<file path="config.mk">
export PLATFORM = sky130hd
export DESIGN_NAME = ppte_ctrl
export DESIGN_NICKNAME = d
export VERILOG_FILES = /design/src/rtl/ppte_pkg.sv /design/src/rtl/ppte_ctrl.sv
export SDC_FILE = /design/constraint.sdc
export NUM_CORES = 1
export LEC_CHECK = 0
export BUFFER_PORTS_ARGS = -buffer_cell sky130_fd_sc_hd__buf_2
export CAP_MARGIN = 20
export CORE_MARGIN = 1
export CORE_UTILIZATION = 45
export DETAILED_ROUTE_END_ITERATION = 6
export PLACE_DENSITY = 0.74
export SLEW_MARGIN = 20
export SYNTH_ARGS = -nofsm -noshare
export SYNTH_HDL_FRONTEND = slang
export SYNTH_SLANG_ARGS = --single-unit
</file>
<file path="constraint.sdc">
create_clock -name i_clk -period 2.1 [get_ports i_clk]
set_clock_uncertainty 0.15 [all_clocks]
set_input_delay 0.105 -clock i_clk [delete_from_list [all_inputs] [get_ports i_clk]]
set_output_delay 0.105 -clock i_clk [all_outputs]
set_load 0.01 [all_outputs]
</file>
<file path="src/rtl/ppte_pkg.sv">
package ppte_pkg;

    localparam int AXES = 3;

    // Last derivative order of a motion sample run (position .. jerk)
    localparam logic [2:0] SAMPLE_LAST_ORDER = 3'd3;

    localparam logic [1:0] CFG_START_TIME     = 2'd0;
    localparam logic [1:0] CFG_TRAJ_LEN       = 2'd1;
    localparam logic [1:0] CFG_SEGMENT_COUNT  = 2'd2;

    localparam logic signed [63:0] SAT_MAX = 64'sh7FFF_FFFF_FFFF_FFFF;
    localparam logic signed [63:0] SAT_MIN = 64'sh8000_0000_0000_0000;

    typedef enum logic [1:0] {
        OP_WR_DUR  = 2'd0,
        OP_WR_COEF = 2'd1,
        OP_EVAL    = 2'd2,
        OP_SAMPLE  = 2'd3
    } t_op;

    typedef struct packed {
        logic idle;
        logic load;
        logic clr_step;
        logic s_adv;
        logic s_fin;
        logic ax_zero;
        logic ax_start;
        logic ax_store;
        logic ax_next;
        logic rw;
        logic scl;
        logic mabs;
        logic mlo;
        logic mhi;
        logic mrnd;
        logic add;
        logic k_dec;
        logic push;
        logic ord_next;
    } t_cmd;

    typedef struct packed {
        logic clr_done;
        logic n_zero;
        logic srch_more;
        logic zero_axis;
        logic scl_done;
        logic k_first;
        logic k_done;
        logic ax_last;
        logic ord_last;
    } t_stat;

endpackage

</file>
<file path="src/rtl/ppte_ctrl.sv">
module ppte_ctrl
    import ppte_pkg::*;
(
    input  logic  i_clk,
    input  logic  i_rst_n,
    input  logic  i_accept,
    input  t_op   i_op,
    input  logic  i_out_free,
    input  t_stat i_stat,
    output t_cmd  o_cmd
);

    typedef enum logic [14:0] {
        S_CLEAR = 15'h0001,
        S_IDLE  = 15'h0002,
        S_SRD   = 15'h0004,
        S_SCMP  = 15'h0008,
        S_AX    = 15'h0010,
        S_RD    = 15'h0020,
        S_RW    = 15'h0040,
        S_SCL   = 15'h0080,
        S_MABS  = 15'h0100,
        S_MLO   = 15'h0200,
        S_MHI   = 15'h0400,
        S_MRND  = 15'h0800,
        S_ADD   = 15'h1000,
        S_STO   = 15'h2000,
        S_PUSH  = 15'h4000
    } t_state;

    t_state r_state, n_state;

    always_ff @(posedge i_clk) begin
        if (!i_rst_n) begin
            r_state <= S_CLEAR;
        end else begin
            r_state <= n_state;
        end
    end

    always_comb begin
        n_state = r_state;
        o_cmd   = '0;
        unique case (r_state)
            S_CLEAR: begin
                o_cmd.clr_step = 1'b1;
                if (i_stat.clr_done) n_state = S_IDLE;
            end
            S_IDLE: begin
                o_cmd.idle = 1'b1;
                o_cmd.load = i_accept;
                if (i_accept && (i_op == OP_EVAL || i_op == OP_SAMPLE)) n_state = S_SRD;
            end
            S_SRD: begin
                // wait for the duration read
                n_state = i_stat.n_zero ? S_AX : S_SCMP;
            end
            S_SCMP: begin
                if (i_stat.srch_more) begin
                    o_cmd.s_adv = 1'b1;
                    n_state     = S_SRD;
                end else begin
                    o_cmd.s_fin = 1'b1;
                    n_state     = S_AX;
                end
            end
            S_AX: begin
                if (i_stat.zero_axis) begin
                    o_cmd.ax_zero = 1'b1;
                    if (i_stat.ax_last) begin
                        n_state = S_PUSH;
                    end else begin
                        o_cmd.ax_next = 1'b1;
                    end
                end else begin
                    o_cmd.ax_start = 1'b1;
                    n_state        = S_RD;
                end
            end
            S_RD: n_state = S_RW;
            S_RW: begin
                o_cmd.rw = 1'b1;
                n_state  = S_SCL;
            end
            S_SCL: begin
                if (i_stat.scl_done) begin
                    n_state = i_stat.k_first ? S_ADD : S_MABS;
                end else begin
                    o_cmd.scl = 1'b1;
                end
            end
            S_MABS: begin
                o_cmd.mabs = 1'b1;
                n_state    = S_MLO;
            end
            S_MLO: begin
                o_cmd.mlo = 1'b1;
                n_state   = S_MHI;
            end
            S_MHI: begin
                o_cmd.mhi = 1'b1;
                n_state   = S_MRND;
            end
            S_MRND: begin
                o_cmd.mrnd = 1'b1;
                n_state    = S_ADD;
            end
            S_ADD: begin
                o_cmd.add = 1'b1;
                if (i_stat.k_done) begin
                    n_state = S_STO;
                end else begin
                    o_cmd.k_dec = 1'b1;
                    n_state     = S_RD;
                end
            end
            S_STO: begin
                o_cmd.ax_store = 1'b1;
                if (i_stat.ax_last) begin
                    n_state = S_PUSH;
                end else begin
                    o_cmd.ax_next = 1'b1;
                    n_state       = S_AX;
                end
            end
            S_PUSH: begin
                // hold until the output register frees up
                if (i_out_free) begin
                    o_cmd.push = 1'b1;
                    if (i_stat.ord_last) begin
                        n_state = S_IDLE;
                    end else begin
                        o_cmd.ord_next = 1'b1;
                        n_state        = S_AX;
                    end
                end
            end
            default: n_state = S_CLEAR;
        endcase
    end

endmodule

</file>
==> impl_metrics.json <==
{
  "yosysUniqueCellTypes": 45,
  "antenna_left": 0,
  "grt_start_max_net_pins": 10,
  "period_share": 1.196,
  "vdd_drop_max_v": 0.0004712,
  "clkPwrFrac": 0.174,
  "vias": 1754,
  "path_clk_slew_ns": 0.11,
  "switching_share": 0.4060,
  "ys.warnings.count": 0,
  "slew_headroom": 0.6501,
  "max_freq_mhz": 398.2,
  "num_rows": 17,
  "period_needed_ns": 2.512,
  "regMostFlops": "r_state",
  "cts.htree.levels": 1,
  "hp-class": "primary input to flip-flop",
  "largest_reg_flops": 15,
  "start_kind": "flip-flop",
  "dpl_worst_slack_ns": -0.05491,
  "top_level_ports": 34,
  "cp_max_fo": 4,
  "rsz0062_at_grt": "true",
  "drv_slew": 0,
  "final_layout_size_suffix_gt1_frac": 0.6563,
  "powerDensity_nw_per_um2": 527.8,
  "ys.flop_type": "dfxtp_1",
  "drv_cap": 0,
  "route.met2.wl_um": 2854,
  "grt_pass1_wl_um": 7410,
  "clockRootBuffer": "clkbuf_4",
  "pwr-share-seq": 0.287,
  "grt_antenna_before_repair": 0,
  "cp-end-kind": "output pin",
  "ys_seq_elements": 15,
  "dp_hpwl_um": 2675,
  "synth_top_area_frac": 0.2688,
  "async_flop_share": 0,
  "p_int_uw": 665.4,
  "synth_seq_area_share": 0.2688,
  "diodes": 0,
  "wl_met3_um": 708,
  "grt_usage": 0.3846,
  "crit_type": "flip-flop to output pin",
  "synthCells": 130,
  "reg_top3": "r_state x15",
  "cts_buffer_depth": 2,
  "numCtsBuffers": 3,
  "routed.top_layer": "met4",
  "violations": "setup timing",
  "cp.required_ns": 1.85,
  "crit_arrival_ns": 2.26,
  "power.leakage_uw": 0.0009236,
  "gp_congestion": 0.8338,
  "vias_per_cell": 6.960,
  "dieArea_sq_um": 2686,
  "utilization": 0.9324,
  "syn_to_final_growth_pct": 89.92,
  "cts.sinks": 15,
  "setup_viol": 32,
  "status": "finished, violations left",
  "synth_area_per_cell_sq_um": 8.595,
  "max_slew.worst_pin.slew_ns": 0.5176,
  "hold_violations": 0,
  "avgRoutedWirePerCell_um": 25.25,
  "cts_tree": "yes",
  "syn_area_sq_um": 1117,
  "ys_top_cells_by_count": "15 x dfxtp_1, 9 x nor2_1, 9 x nor3b_1, 8 x nor3_1",
  "setup_ws_ns": -0.4116,
  "die_w_um": 51.83,
  "globalRoute.totalOverflow": 0,
  "die_h_um": 51.83,
  "drt_wl_total_um": 6362,
  "synth_edf_count": 0,
  "synth_nets": 145,
  "drc": 0,
  "power_switching_uw": 454.7,
  "insertion_delay_ns": 0.31,
  "core_area_sq_um": 2276,
  "initial_core_util": 0.4909,
  "netlist_top_cells_area": "dfxtp_1 27%, nor3b_1 6.0%, nor4_4 5.7%",
  "portBuffers": 32,
  "met1_length_um": 2101,
  "fin_nets": 240,
  "drt_iter0_markers": 94,
  "synth_top_area_cell": "dfxtp_1",
  "grt_pass1_vias": 1504,
  "first_pass_iters": 5,
  "synth.most_common_cell": "dfxtp_1",
  "pwr-share-comb": 0.539
}
==> cells in the final DEF, fill, tap and decap left out, types with 3 or more instances in the layout <==
master	count
nor3_1	4
dfxtp_1	6
or4b_4	3
nor3b_2	5
dfxtp_2	5
clkbuf_4	3
and3_1	5
nand2_1	4
inv_1	5
buf_4	46
nor4_1	3
nor3b_1	3
nand3_2	3
buf_2	29
o21ai_0	5
nor4_4	3
nor3_2	3
nor3_4	3
nand2b_1	3
buf_6	12
dlygate4sd3_1	5
or3_1	3
dfxtp_4	4
nor2_1	6
==> cells by family after synthesis <==
kind of cell,Yosys count,synth area share
muxes,1,0.008959
buffers and inverters,9,0.03695
AOI/OAI and AO/OA,22,0.1568
and+or+nand+nor,79,0.4972
DFF,15,0.2688
xor gates and xnor gates,4,0.03136
==> routing by layer <==
metal / global-route usage / up-vias
li1: - / 697
met1: 0.4293 / 780
met2: 0.6923 / 189
met3: 0.07602 / 88
met4: 0.1712 / 0
met5: 0 / -
==> path summary, 6_finish.rpt <==
path | start | endpoint | slack (ns) | depth (start not counted)
worst max register to register | r_state[9] | r_state[4] | -0.40 | 7
worst min-delay path | i_stat[8] | r_state[0] | 0.04 | 3
worst max-delay path | r_state[9] | o_cmd[0] | -0.41 | 8
worst min register to register | r_state[8] | r_state[11] | 0.48 | 2
==> area by class of cell <==
type                    instances  area [sq um]
multi-input cells             106         998.5
repair buffers                 94         720.7
flip-flops and latches         15         321.6
fillers                        67         153.9
well taps                      28         35.03
clock buffers                   3         22.52
inverters                       5         18.77
clock inverters                 1         5.005
==> critical path, cell delays in order (launching register included) <==
cell and delay [ns]:
dfxtp_2 0.36, nor4_4 0.48, clkbuf_16 0.24, nand4_1 0.16
buf_6 0.20, nor2_4 0.09, and2_4 0.17, nor2b_4 0.14
buf_6 0.10
==> power groups by stage <==
stage | sequential [uW] | combinational [uW] | clock [uW]
after global routing | 323 | 619 | 200
after global placement | 326 | 382 | 0
final | 322 | 604 | 195
after floorplan | 327 | 221 | 0
after CTS | 318 | 480 | 179
after detailed placement | 328 | 396 | 0
==> through the flow <==
stage	cell area [sq um]	TNS, ns	std cells	hold slack (ns)	total power (uW)
floorplan	1131	0	130	0.03351	548.2
finish	2122	-7.429	252	0.03732	1120
detailed placement	1521	-0.09608	215	0.1456	724.2
global route	2122	-8.699	252	0.03371	1142
global placement	1521	-0.008187	215	0.1363	708.6
CTS	1929	-0.9953	243	0.01165	976.8
==> repair_timing <==
item                       in CTS  in global routing
hold endpoints to repair        8                  0
hold buffers                    5                  0
resized for setup              39                 30
setup endpoints to repair      16                 31
pin swaps                      15                 16
setup buffers                  19                 10
Note: power is estimated with default switching activity, not from simulation.
